[config.mk]
export PLATFORM = sky130hd
export DESIGN_NAME = delimited_text_parser
export DESIGN_NICKNAME = d
export VERILOG_FILES = /design/src/sv/dtp_pkg.sv /design/src/sv/delimited_text_parser.sv /design/src/sv/dtp_cfg.sv /design/src/sv/dtp_core.sv
export VERILOG_INCLUDE_DIRS = /design/src /design/src/sv
export SDC_FILE = /design/constraint.sdc
export NUM_CORES = 1
export LEC_CHECK = 0
export ABC_AREA = 1
export BUFFER_PORTS_ARGS = -buffer_cell sky130_fd_sc_hd__buf_2
export CELL_PAD_IN_SITES_DETAIL_PLACEMENT = 1
export CELL_PAD_IN_SITES_GLOBAL_PLACEMENT = 1
export CORE_MARGIN = 5
export CORE_UTILIZATION = 33
export DETAILED_ROUTE_END_ITERATION = 7
export PLACE_DENSITY_LB_ADDON = 0.1
export SYNTH_ARGS = -nofsm -noshare
export SYNTH_HDL_FRONTEND = slang
export SYNTH_HIERARCHICAL = 1
export SYNTH_SLANG_ARGS = --single-unit
[constraint.sdc]
create_clock -name clk -period 2.8 [get_ports clk]
set_clock_uncertainty 0.1 [all_clocks]
set_input_delay 0.56 -clock clk [delete_from_list [all_inputs] [get_ports clk]]
set_output_delay 0.56 -clock clk [all_outputs]
set_load 0.1 [all_outputs]
[src/sv/delimited_text_parser_macros.svh]
// Assertion macros for the delimited text parser.
// DTP_ASSERT checks outside reset, DTP_ASSERT_RST also checks while reset is applied.
`ifndef DELIMITED_TEXT_PARSER_MACROS_SVH
`define DELIMITED_TEXT_PARSER_MACROS_SVH

`ifndef SYNTH
`define DTP_ASSERT(lbl, clk, rst_n, prop) \
    lbl: assert property (@(posedge clk) disable iff (!rst_n) prop) \
        else $error("delimited_text_parser: assertion failed");
`define DTP_ASSERT_RST(lbl, clk, prop) \
    lbl: assert property (@(posedge clk) prop) \
        else $error("delimited_text_parser: assertion failed during reset");
`else
`define DTP_ASSERT(lbl, clk, rst_n, prop)
`define DTP_ASSERT_RST(lbl, clk, prop)
`endif

`endif

[src/sv/dtp_pkg.sv]
`timescale 1ns / 1ps

package dtp_pkg;

    localparam int CHAR_W     = 16;
    localparam int APB_ADDR_W = 1;
    localparam int APB_DATA_W = 32;

    localparam logic [CHAR_W-1:0] BOM_UNIT      = 16'hfeff;
    localparam logic [CHAR_W-1:0] QUOTE_UNIT    = 16'h0022;
    localparam logic [CHAR_W-1:0] CR_UNIT       = 16'h000d;
    localparam logic [CHAR_W-1:0] LF_UNIT       = 16'h000a;
    localparam logic [CHAR_W-1:0] DELIMITER_RST = 16'd44;

    localparam logic [APB_ADDR_W-1:0] REG_DELIMITER = 1'b0;

    localparam logic [1:0] ERR_NONE     = 2'd0;
    localparam logic [1:0] ERR_QUOTE    = 2'd1;
    localparam logic [1:0] ERR_UNCLOSED = 2'd2;

    typedef enum logic [2:0] {
        MODE_UNQUOTED      = 3'd0,
        MODE_QUOTED        = 3'd1,
        MODE_QUOTE_PENDING = 3'd2,
        MODE_CR_PENDING    = 3'd3,
        MODE_ERROR         = 3'd4
    } mode_t;

    typedef struct packed {
        mode_t mode;
        logic  cell_is_empty;
        logic  quote_was_closed;
        logic  row_has_cells;
        logic  first_unit;
    } parse_state_t;

    typedef struct packed {
        logic              stream_done;
        logic [1:0]        error_code;
        logic              row_end;
        logic              cell_end;
        logic [CHAR_W-1:0] data_char;
        logic              data_valid;
    } result_t;

endpackage

[src/sv/delimited_text_parser.sv]
`timescale 1ns / 1ps

// Streaming parser for delimited text tables: one UTF-16 code unit in, one
// result out per item, at a sustained rate of one item per clock cycle while
// m_tready stays high. An item passes through an input register and then a
// result register, from which its result is offered on the master side; it
// moves on into the result register once that slot is empty or being taken.
// All parsing for an item is done in the single step between those two
// registers. s_tready follows m_tready combinationally when both registers
// are full. The delimiter is set through the APB port at address 0 and must
// only be written while no items are in flight; end of text (s_tlast) resets
// parsing but keeps the delimiter.
module delimited_text_parser
(
    input  logic                                clk,
    input  logic                                rst_n,

    input  logic                                s_tvalid,
    output logic                                s_tready,
    input  logic [15:0]                         s_tdata,   // [15:0] char_code
    input  logic                                s_tlast,   // end_of_text

    output logic                                m_tvalid,
    input  logic                                m_tready,
    output logic [15:0]                         m_tdata,   // [15:0] data_char
    // [0] data_valid, [1] cell_end, [2] row_end, [4:3] error_code
    output logic [4:0]                          m_tuser,
    output logic                                m_tlast,   // stream_done

    input  logic                                psel,
    input  logic                                penable,
    input  logic                                pwrite,
    input  logic [dtp_pkg::APB_ADDR_W-1:0]      paddr,
    input  logic [dtp_pkg::APB_DATA_W-1:0]      pwdata,
    output logic [dtp_pkg::APB_DATA_W-1:0]      prdata,
    output logic                                pready
);

`include "delimited_text_parser_macros.svh"

    logic                       in_valid_reg;
    logic                       in_valid_next;
    logic [dtp_pkg::CHAR_W-1:0] in_char_reg;
    logic                       in_eot_reg;
    logic                       out_valid_reg;
    logic                       out_valid_next;
    dtp_pkg::result_t           out_res_reg;
    dtp_pkg::result_t           step_res;
    dtp_pkg::parse_state_t      parse_state;
    logic [dtp_pkg::CHAR_W-1:0] delimiter;
    logic                       advance;
    logic                       in_take;

    dtp_cfg u_cfg
    (
        .clk       (clk),
        .rst_n     (rst_n),
        .psel      (psel),
        .penable   (penable),
        .pwrite    (pwrite),
        .paddr     (paddr),
        .pwdata    (pwdata),
        .prdata    (prdata),
        .pready    (pready),
        .delimiter (delimiter)
    );

    dtp_core u_core
    (
        .clk         (clk),
        .rst_n       (rst_n),
        .advance     (advance),
        .char_code   (in_char_reg),
        .end_of_text (in_eot_reg),
        .delimiter   (delimiter),
        .result      (step_res),
        .state       (parse_state)
    );

    // Move the held request into the result register when that slot frees up
    assign advance  = in_valid_reg && (!out_valid_reg || m_tready);
    assign s_tready = !in_valid_reg || advance;
    assign in_take  = s_tvalid && s_tready;

    always_comb
    begin
        in_valid_next = in_valid_reg;
        if (in_take)
        begin
            in_valid_next = 1'b1;
        end
        else if (advance)
        begin
            in_valid_next = 1'b0;
        end
    end

    always_comb
    begin
        out_valid_next = out_valid_reg;
        if (advance)
        begin
            out_valid_next = 1'b1;
        end
        else if (m_tready)
        begin
            out_valid_next = 1'b0;
        end
    end

    always_ff @(posedge clk or negedge rst_n)
    begin
        if (!rst_n)
        begin
            in_valid_reg  <= 1'b0;
            out_valid_reg <= 1'b0;
        end
        else
        begin
            in_valid_reg  <= in_valid_next;
            out_valid_reg <= out_valid_next;
        end
    end

    always_ff @(posedge clk)
    begin
        if (in_take)
        begin
            in_char_reg <= s_tdata[dtp_pkg::CHAR_W-1:0];
            in_eot_reg  <= s_tlast;
        end
        if (advance)
        begin
            out_res_reg <= step_res;
        end
    end

    assign m_tvalid = out_valid_reg;
    assign m_tdata  = out_res_reg.data_char;
    assign m_tuser  = {out_res_reg.error_code, out_res_reg.row_end,
                       out_res_reg.cell_end, out_res_reg.data_valid};
    assign m_tlast  = out_res_reg.stream_done;

    `DTP_ASSERT(a_unclosed_only_at_end, clk, rst_n, (out_valid_reg && (out_res_reg.error_code == dtp_pkg::ERR_UNCLOSED)) |-> out_res_reg.stream_done)
    `DTP_ASSERT(a_row_end_has_cell_end, clk, rst_n, (out_valid_reg && out_res_reg.row_end) |-> out_res_reg.cell_end)
    `DTP_ASSERT(a_eot_clears_parse, clk, rst_n, (advance && in_eot_reg) |=> ((parse_state.mode == dtp_pkg::MODE_UNQUOTED) && parse_state.first_unit && parse_state.cell_is_empty && !parse_state.row_has_cells))
    `DTP_ASSERT_RST(a_no_result_in_reset, clk, !rst_n |-> !m_tvalid)

endmodule

[src/sv/dtp_cfg.sv]
`timescale 1ns / 1ps

module dtp_cfg
(
    input  logic                                clk,
    input  logic                                rst_n,
    input  logic                                psel,
    input  logic                                penable,
    input  logic                                pwrite,
    input  logic [dtp_pkg::APB_ADDR_W-1:0]      paddr,
    input  logic [dtp_pkg::APB_DATA_W-1:0]      pwdata,
    output logic [dtp_pkg::APB_DATA_W-1:0]      prdata,
    output logic                                pready,
    output logic [dtp_pkg::CHAR_W-1:0]          delimiter
);

    logic [dtp_pkg::CHAR_W-1:0] delimiter_reg;
    logic [dtp_pkg::CHAR_W-1:0] delimiter_next;
    logic                       wr_en;

    assign pready = 1'b1;
    assign wr_en  = psel && penable && pwrite && (paddr == dtp_pkg::REG_DELIMITER);

    always_comb
    begin
        delimiter_next = delimiter_reg;
        if (wr_en)
        begin
            delimiter_next = pwdata[dtp_pkg::CHAR_W-1:0];
        end
    end

    always_ff @(posedge clk or negedge rst_n)
    begin
        if (!rst_n)
        begin
            delimiter_reg <= dtp_pkg::DELIMITER_RST;
        end
        else
        begin
            delimiter_reg <= delimiter_next;
        end
    end

    always_comb
    begin
        prdata = '0;
        if (paddr == dtp_pkg::REG_DELIMITER)
        begin
            prdata = {{(dtp_pkg::APB_DATA_W-dtp_pkg::CHAR_W){1'b0}}, delimiter_reg};
        end
    end

    assign delimiter = delimiter_reg;

endmodule

[src/sv/dtp_core.sv]
`timescale 1ns / 1ps

module dtp_core
(
    input  logic                        clk,
    input  logic                        rst_n,
    input  logic                        advance,
    input  logic [dtp_pkg::CHAR_W-1:0]  char_code,
    input  logic                        end_of_text,
    input  logic [dtp_pkg::CHAR_W-1:0]  delimiter,
    output dtp_pkg::result_t            result,
    output dtp_pkg::parse_state_t       state
);

    dtp_pkg::parse_state_t state_reg;
    dtp_pkg::parse_state_t state_next;
    dtp_pkg::mode_t        mode_next;
    dtp_pkg::mode_t        u_mode;

    logic is_delim;
    logic is_cr;
    logic is_lf;
    logic is_quote;
    logic is_sep;
    logic skip_bom;
    logic qwc_eff;
    logic open_quote;
    logic bad_quote;

    // Unit classification, shared by the mode and the output logic
    assign is_delim   = (char_code == delimiter);
    assign is_cr      = (char_code == dtp_pkg::CR_UNIT);
    assign is_lf      = (char_code == dtp_pkg::LF_UNIT);
    assign is_quote   = (char_code == dtp_pkg::QUOTE_UNIT);
    assign is_sep     = is_delim || is_cr || is_lf;
    assign skip_bom   = state_reg.first_unit && (char_code == dtp_pkg::BOM_UNIT);
    // A pending quote followed by anything but a quote closes the cell
    assign qwc_eff    = state_reg.quote_was_closed ||
                        (state_reg.mode == dtp_pkg::MODE_QUOTE_PENDING);
    assign open_quote = is_quote && state_reg.cell_is_empty && !qwc_eff;
    assign bad_quote  = qwc_eff || is_quote;

    // Mode after handling the unit as plain unquoted text
    always_comb
    begin
        if (is_sep)
        begin
            u_mode = (!is_delim && is_cr) ? dtp_pkg::MODE_CR_PENDING
                                          : dtp_pkg::MODE_UNQUOTED;
        end
        else if (open_quote)
        begin
            u_mode = dtp_pkg::MODE_QUOTED;
        end
        else if (bad_quote)
        begin
            u_mode = dtp_pkg::MODE_ERROR;
        end
        else
        begin
            u_mode = dtp_pkg::MODE_UNQUOTED;
        end
    end

    // Next mode
    always_comb
    begin
        mode_next = state_reg.mode;
        if (end_of_text)
        begin
            mode_next = dtp_pkg::MODE_UNQUOTED;
        end
        else if (state_reg.mode == dtp_pkg::MODE_ERROR)
        begin
            mode_next = dtp_pkg::MODE_ERROR;
        end
        else if (!skip_bom)
        begin
            case (state_reg.mode)
                dtp_pkg::MODE_QUOTED:
                begin
                    mode_next = is_quote ? dtp_pkg::MODE_QUOTE_PENDING
                                         : dtp_pkg::MODE_QUOTED;
                end
                dtp_pkg::MODE_QUOTE_PENDING:
                begin
                    mode_next = is_quote ? dtp_pkg::MODE_QUOTED : u_mode;
                end
                dtp_pkg::MODE_CR_PENDING:
                begin
                    mode_next = is_lf ? dtp_pkg::MODE_UNQUOTED : u_mode;
                end
                default:
                begin
                    mode_next = u_mode;
                end
            endcase
        end
    end

    // Result and cell/row flags
    always_comb
    begin
        logic take_u;
        take_u = 1'b0;
        result = '0;
        state_next = state_reg;
        state_next.mode = mode_next;

        if (end_of_text)
        begin
            result.stream_done = 1'b1;
            case (state_reg.mode)
                dtp_pkg::MODE_ERROR:
                begin
                    result.error_code = dtp_pkg::ERR_QUOTE;
                end
                dtp_pkg::MODE_QUOTED:
                begin
                    result.error_code = dtp_pkg::ERR_UNCLOSED;
                end
                default:
                begin
                    // Flush the last row unless it is a lone bare empty cell
                    if (state_reg.row_has_cells || !state_reg.cell_is_empty || qwc_eff)
                    begin
                        result.cell_end = 1'b1;
                        result.row_end  = 1'b1;
                    end
                end
            endcase
            state_next.cell_is_empty    = 1'b1;
            state_next.quote_was_closed = 1'b0;
            state_next.row_has_cells    = 1'b0;
            state_next.first_unit       = 1'b1;
        end
        else if (state_reg.mode == dtp_pkg::MODE_ERROR)
        begin
            result.error_code = dtp_pkg::ERR_QUOTE;
        end
        else if (skip_bom)
        begin
            state_next.first_unit = 1'b0;
        end
        else
        begin
            state_next.first_unit = 1'b0;
            case (state_reg.mode)
                dtp_pkg::MODE_QUOTED:
                begin
                    if (!is_quote)
                    begin
                        result.data_valid        = 1'b1;
                        result.data_char         = char_code;
                        state_next.cell_is_empty = 1'b0;
                    end
                end
                dtp_pkg::MODE_QUOTE_PENDING:
                begin
                    if (is_quote)
                    begin
                        result.data_valid        = 1'b1;
                        result.data_char         = dtp_pkg::QUOTE_UNIT;
                        state_next.cell_is_empty = 1'b0;
                    end
                    else
                    begin
                        take_u = 1'b1;
                    end
                end
                dtp_pkg::MODE_CR_PENDING:
                begin
                    // Drop the LF of a CRLF
                    take_u = !is_lf;
                end
                default:
                begin
                    take_u = 1'b1;
                end
            endcase

            if (take_u)
            begin
                state_next.quote_was_closed = is_sep ? 1'b0 : qwc_eff;
                if (is_sep)
                begin
                    result.cell_end = 1'b1;
                    if (!is_delim)
                    begin
                        result.row_end = state_reg.row_has_cells || !state_reg.cell_is_empty;
                        state_next.row_has_cells = 1'b0;
                    end
                    else
                    begin
                        state_next.row_has_cells = 1'b1;
                    end
                    state_next.cell_is_empty = 1'b1;
                end
                else if (!open_quote && bad_quote)
                begin
                    result.error_code = dtp_pkg::ERR_QUOTE;
                end
                else if (!open_quote)
                begin
                    result.data_valid        = 1'b1;
                    result.data_char         = char_code;
                    state_next.cell_is_empty = 1'b0;
                end
            end
        end
    end

    always_ff @(posedge clk or negedge rst_n)
    begin
        if (!rst_n)
        begin
            state_reg.mode             <= dtp_pkg::MODE_UNQUOTED;
            state_reg.cell_is_empty    <= 1'b1;
            state_reg.quote_was_closed <= 1'b0;
            state_reg.row_has_cells    <= 1'b0;
            state_reg.first_unit       <= 1'b1;
        end
        else if (advance)
        begin
            state_reg <= state_next;
        end
    end

    assign state = state_reg;

endmodule

* Yosys cells after proc, flatten, opt, wreduce, memory -nomap -nowiden
Index checks and enable logic that the tools add are counted.
** Operators by class
- $add $sub $neg :: 0
- $mul :: 0
- Divide/modulo/power cells :: 0
- Order comparisons :: 0
- Equal/unequal tests :: 12
- Shift operators :: 0
- Muxes and demuxes :: 53
- Bitwise operators :: 1
- Reductions and logical operators :: 36
** Operator list (number)
- 17-bit two-way mux :: 4
- 21-bit two-way mux :: 2
- 17-bit case mux with 2 select lines :: 1
- 16-bit by 4-bit equality test with 1-bit output (second input constant) :: 2
- 3-bit two-way mux :: 10
- 1-bit two-way mux :: 19
- 19-bit two-way mux :: 1
- 16-bit equality test :: 1
- 16-bit equality test (second input constant) :: 1
- 16-bit by 6-bit equality test with 1-bit output (second input constant) :: 1
- 16-bit two-way mux :: 1
- 2-bit two-way mux :: 7
- 4-bit two-way mux :: 3
- 1-bit logical AND :: 10
- 3-bit case mux with 3 select lines :: 1
- 1-bit logical OR :: 8
- 2-bit nonzero test :: 4
- 1-bit logical NOT :: 7
- 7-bit two-way mux :: 1
- 3-bit by 2-bit equality test with 1-bit output (second input constant) :: 2
- 5-bit AND reduction :: 1
- 2-bit inequality test (second input constant) :: 2
- 2-bit case mux with 2 select lines :: 1
- 2-bit AND reduction :: 2
- other kinds (10) :: 10
** Word-level totals
- Register bits :: 64
- Latch bits :: 0
- RAM bits :: 0
- Memory bits (read-only) :: 0
- Input port bits :: 57
- Output and inout port bits :: 57
- Word-level logic and storage cells :: 118
- Memories :: 0

* Depth between registers and ports, before layout
- Depth after elaboration :: 12
- Gate-level depth with buffers :: 14
- Depth with buffers taken out :: 13

* Cells and area by module
The synthesis kept the hierarchy.
** By module, submodules not included
- dtp_core :: times used 1, cells each 296, area each 1430.1 um^2, sequential area each 177.7 um^2
- delimited_text_parser :: times used 1, cells each 51, area each 1266.2 um^2, sequential area each 1221.2 um^2
- dtp_cfg :: times used 1, cells each 125, area each 942.2 um^2, sequential area each 404.1 um^2

* Least setup slack after synthesis
No wires, ideal clock.
- Path type :: register to register
- From :: register out_valid_reg (netlist: m_tvalid)
- To :: register u_core.state_reg, in the netlist u_core/state[1]
- Library setup time :: 0.118 ns
- Arrival time :: 2.958 ns
- Data required time :: 2.582 ns
- Setup slack :: -0.376 ns
- Cell stages (with the launch flop) :: 7
- Path buffers :: 0
- Period minus slack after synthesis :: 3.176 ns
- Cell sequence :: dfrtp_1 -> a21oi_1 -> o21ai_0 -> nor2_1 -> nand3_1 -> nand2_1 -> nand2_1
** Between the ends
- Longest elaborated chain between the ends :: 4
** Ends and longest elaborated chain
- start, declared :: line delimited_text_parser.sv:45 : logic out_valid_reg;
- start signal, assigned :: line delimited_text_parser.sv:121 : out_valid_reg <= out_valid_next;
- 1-bit logical NOT :: line delimited_text_parser.sv:81 : assign advance = in_valid_reg && (!out_valid_reg || m_tready);
- 1-bit logical OR :: line delimited_text_parser.sv:81
- 1-bit logical AND :: line delimited_text_parser.sv:81
- net advance :: line delimited_text_parser.sv:51 : logic advance;
- 5-bit AND reduction (no line)
- end signal, assigned :: line dtp_core.sv:225 : state_reg <= state_next;
- end, declared :: line dtp_core.sv:15 : dtp_pkg::parse_state_t state_reg;
The timed path passes the listed nets, and every way through them passes these cells.
A chain may end at the register's enable or synchronous reset.

* Worst setup path after layout
- From :: register in_char_reg[15] (netlist name)
- To :: register out_res_reg, in the netlist m_tdata[6] (data pin)
** Between the ends
- Longest elaborated chain between the ends :: 8
- Elaborated cells between the ends (all ways) :: 26
- Those cells by class :: eq/ne: 5; mux: 11; reduce/logical: 10
** Ends and longest elaborated chain
- start, declared :: line delimited_text_parser.sv:43 : logic [dtp_pkg::CHAR_W-1:0] in_char_reg;
- start signal, assigned :: line delimited_text_parser.sv:129 : in_char_reg <= s_tdata[dtp_pkg::CHAR_W-1:0];
- parallel branches: the longest is 8 deep, another holds 21-bit two-way mux
- end signal, assigned :: line delimited_text_parser.sv:134 : out_res_reg <= step_res;
- end, declared :: line delimited_text_parser.sv:47 : dtp_pkg::result_t out_res_reg;
Several ways; the timed one is not identified. The select of a mux whose other input is x is not followed.

==> summary.md <==
| Metric | Value |
|---|---|
| Status | complete, no violations |
| Root Buffer | clkbuf_8 |
| Register area share after synthesis | 49.55% |
| Global Route Usage Sum | 15.19% |
| Synthesized instance count | 472 |
| First-pass GRT wire length | 15.68 mm |
| Yosys cell types | 28 |
| Post-CTS setup repair buffer count | 0 |
| Row cnt | 38 |
| # hold bufs at CTS | 0 |
| Layout cells sized above 1 | 23.66% |
| Top cells by count, synth | nand2_1 (165), inv_1 (71), nor2_1 (62) |
| Leak pwr | 2.227 nW |
| Core outline area | 10840 µm² |
| Initial antenna violation count | 0 |
| Die Wd | 115.0 µm |
| Cts bufs inserted | 9 |
| GRT overflow | 0 |
| Top post-synthesis cells by area | edfxtp_1 (32%), nand2_1 (17%), dfrtp_1 (14%), inv_1 (7.3%), nor2_1 (6.4%) |
| Fin. Hold Viols | 0 |
| Final period utilization | 84.56% |
| Remaining DRCs | 0 |
| Detailed placement HPWL | 7.519 mm |
| Crit. End Element | flip-flop |
| Worst slew margin | 53.34% |
| Critical Path RT | 2.78 ns |
| Final std cell area, no fill | 4309 µm² |
| CP startpoint kind | flip-flop |
| RSZ-0062 raised after global routing | false |
| Clock Sinks | 64 |
| Clk buf depth | 2 |
| Initial Utilization | 33.56% |
| CTS tree | done |
| Clock power share | 30.5% |
| Flop pwr share | 40.8% |
| Routed Wire Length | 9.398 mm |
| Final nets | 610 |
| Max FO, Critical Path | 14 |
| Internal power | 1.777 mW |
| Worst-Margin Slew | 0.6992 ns |
| Hold WC Path Type | in2async |
| Io pins | 114 |
| Fmax | 422.3 MHz |
| Post-synthesis cell area | 3638 µm² |
| Port Buf Inserts | 80 |
| Gate power share | 28.8% |
| Fillcell total | 1394 |
| Cell with the most instances after synthesis | nand2_1 |
| TNS Setup | 0 ns |
| Number of synthesized flops with an enable pin | 39 |
| Syn-to-layout area delta | 18.43% |
| Final ANT Viol Nets | 0 |
| Worst-path clk slew | 0.08 ns |
| Share of the synthesized area in the top cell type | 32.19% |
| First drt pass iteration count | 4 |
| Ant diodes | 0 |
| GP Congestion | 0.8368 |
| Sw Share | 40.33% |
| Largest area contributor in the netlist | edfxtp_1 |
| Worst hold slack | 0.1008 ns |
| 1st-iter DRT viols | 78 |
| Cell area after placement | 4081 µm² |
| Power Density | 691.1 nW/µm² |
| Internal reg-to-reg setup slack | 0.43 ns |
| Max-cap violations | 0 |
| Worst Path Class, Setup | reg2reg |
| Peak supply drop | 0.2769 mV |
| Crit path time final | 2.368 ns |
| FFs w/ async S/R, synth | 39.06% |
| Avg Synthesized Cell Area | 7.709 µm² |
| DR vias | 3099 |
| Total power | 2.978 mW |
| Post-CTS resize count | 0 |
| H-tree depth | 3 |
| Die ar. | 13230 µm² |
| Vias in the first global route | 3247 |
| Max Slew Vio Count | 0 |
| Clk_lat worst skew | 0.35 ns |
| Die height | 115.0 µm |
| Wire per inst | 13.46 µm |
| Setup Viol. Count Final | 0 |
| Switch Pwr | 1.201 mW |
| Worst path arrival time | 2.34 ns |
| Avg Vias per Cell | 4.440 |
| Largest net degree at the start of global routing | 26 |
| Reg2reg path depth | 9 |
| Synth warn | 6 |
| Top FF cell, synth | edfxtp_1 |
| Seq cells post-synth | 64 |
| Post-Route Utilization | 39.75% |
## cells in the final DEF (no fill, tap or decap), drive strengths merged
master    netlist  routed
nand3          35      35
conb            2      17
nor2           77      77
clkinvlp        0       2
buf            26      81
clkinv          0       1
nand4           7       7
bufinv          0       2
a21o            1       1
dfrtp          20      20
clkbuf          0       9
dfstp           5       5
edfxtp         39      39
o31ai           1       1
a21oi           2       2
nor3            5       5
o21ai           7       7
inv            75      77
nand2         170     170
## power by group through the flow
stage | combinational (mW) | clock (mW) | sequential, mW
6_report | 0.856 | 0.908 | 1.21
5_1_grt | 0.919 | 0.984 | 1.23
4_1_cts | 0.865 | 0.933 | 1.22
3_5_place_dp | 0.862 | 0 | 1.24
3_3_place_gp | 0.851 | 0 | 1.23
2_1_floorplan | 0.540 | 0 | 1.40
## critical path, stage by stage, from the launching register on
cell      delay [ns]
edfxtp_1        0.51
nor2_1          0.19
nand2_1         0.12
nor2_4          0.19
nand2_1         0.09
a21o_1          0.24
nand2_4         0.13
nor2_2          0.07
nor2_4          0.36
nor2_1          0.08
## routing by layer
metal	global-route usage [%]	wire, µm
met4	5.790	124
met2	24.46	4319
met5	0	0
met3	3.158	445
met1	20.12	4509
## final timing paths
| kind | end | from |
|---|---|---|
| min in group clk | in_char_reg[11]$_DFFE_PP_ | s_tdata[11] |
| worst min-delay path | u_cfg/delimiter[15]$_DFFE_PN0P_ | rst_n |
| worst max-delay path | m_tdata[6]$_DFFE_PP_ | in_char_reg[15]$_DFFE_PP_ |
| worst min register to register | u_cfg/delimiter[2]$_DFFE_PN1P_ | u_cfg/delimiter[2]$_DFFE_PN1P_ |
| max in group asynchronous | u_cfg/delimiter[10]$_DFFE_PN0P_ | rst_n |
| worst max register to register | m_tdata[6]$_DFFE_PP_ | in_char_reg[15]$_DFFE_PP_ |
## stage by stage
step                      setup WS [ns]  instances
after global placement           0.5397        682
final                            0.4322        698
after CTS                        0.4081        698
after global routing             0.2008        698
after detailed placement         0.4390        682
after floorplan                 0.02110        487
## layout make-up
class	instances	area, µm²	area share [%]
inverters	75	281.5	6.533
well taps	140	175.2	4.065
multi-input cells	322	1414	32.81
clock inverters	7	103.9	2.410
repair buffers	81	407.9	9.466
clock buffers	9	123.9	2.875
flip-flops and latches	64	1803	41.84
## cells by family (layout without fill, tap and decap cells)
logic type / count (synthesis) / after routing / synth area share, %
simple gates: 294 / 294 / 35.25
buf+inv: 101 / 172 / 13.24
flops: 64 / 64 / 49.55
other cells: 2 / 17 / 0.2064
compound gates: 11 / 11 / 1.754
No activity file was read; power rests on OpenSTA's default activity.
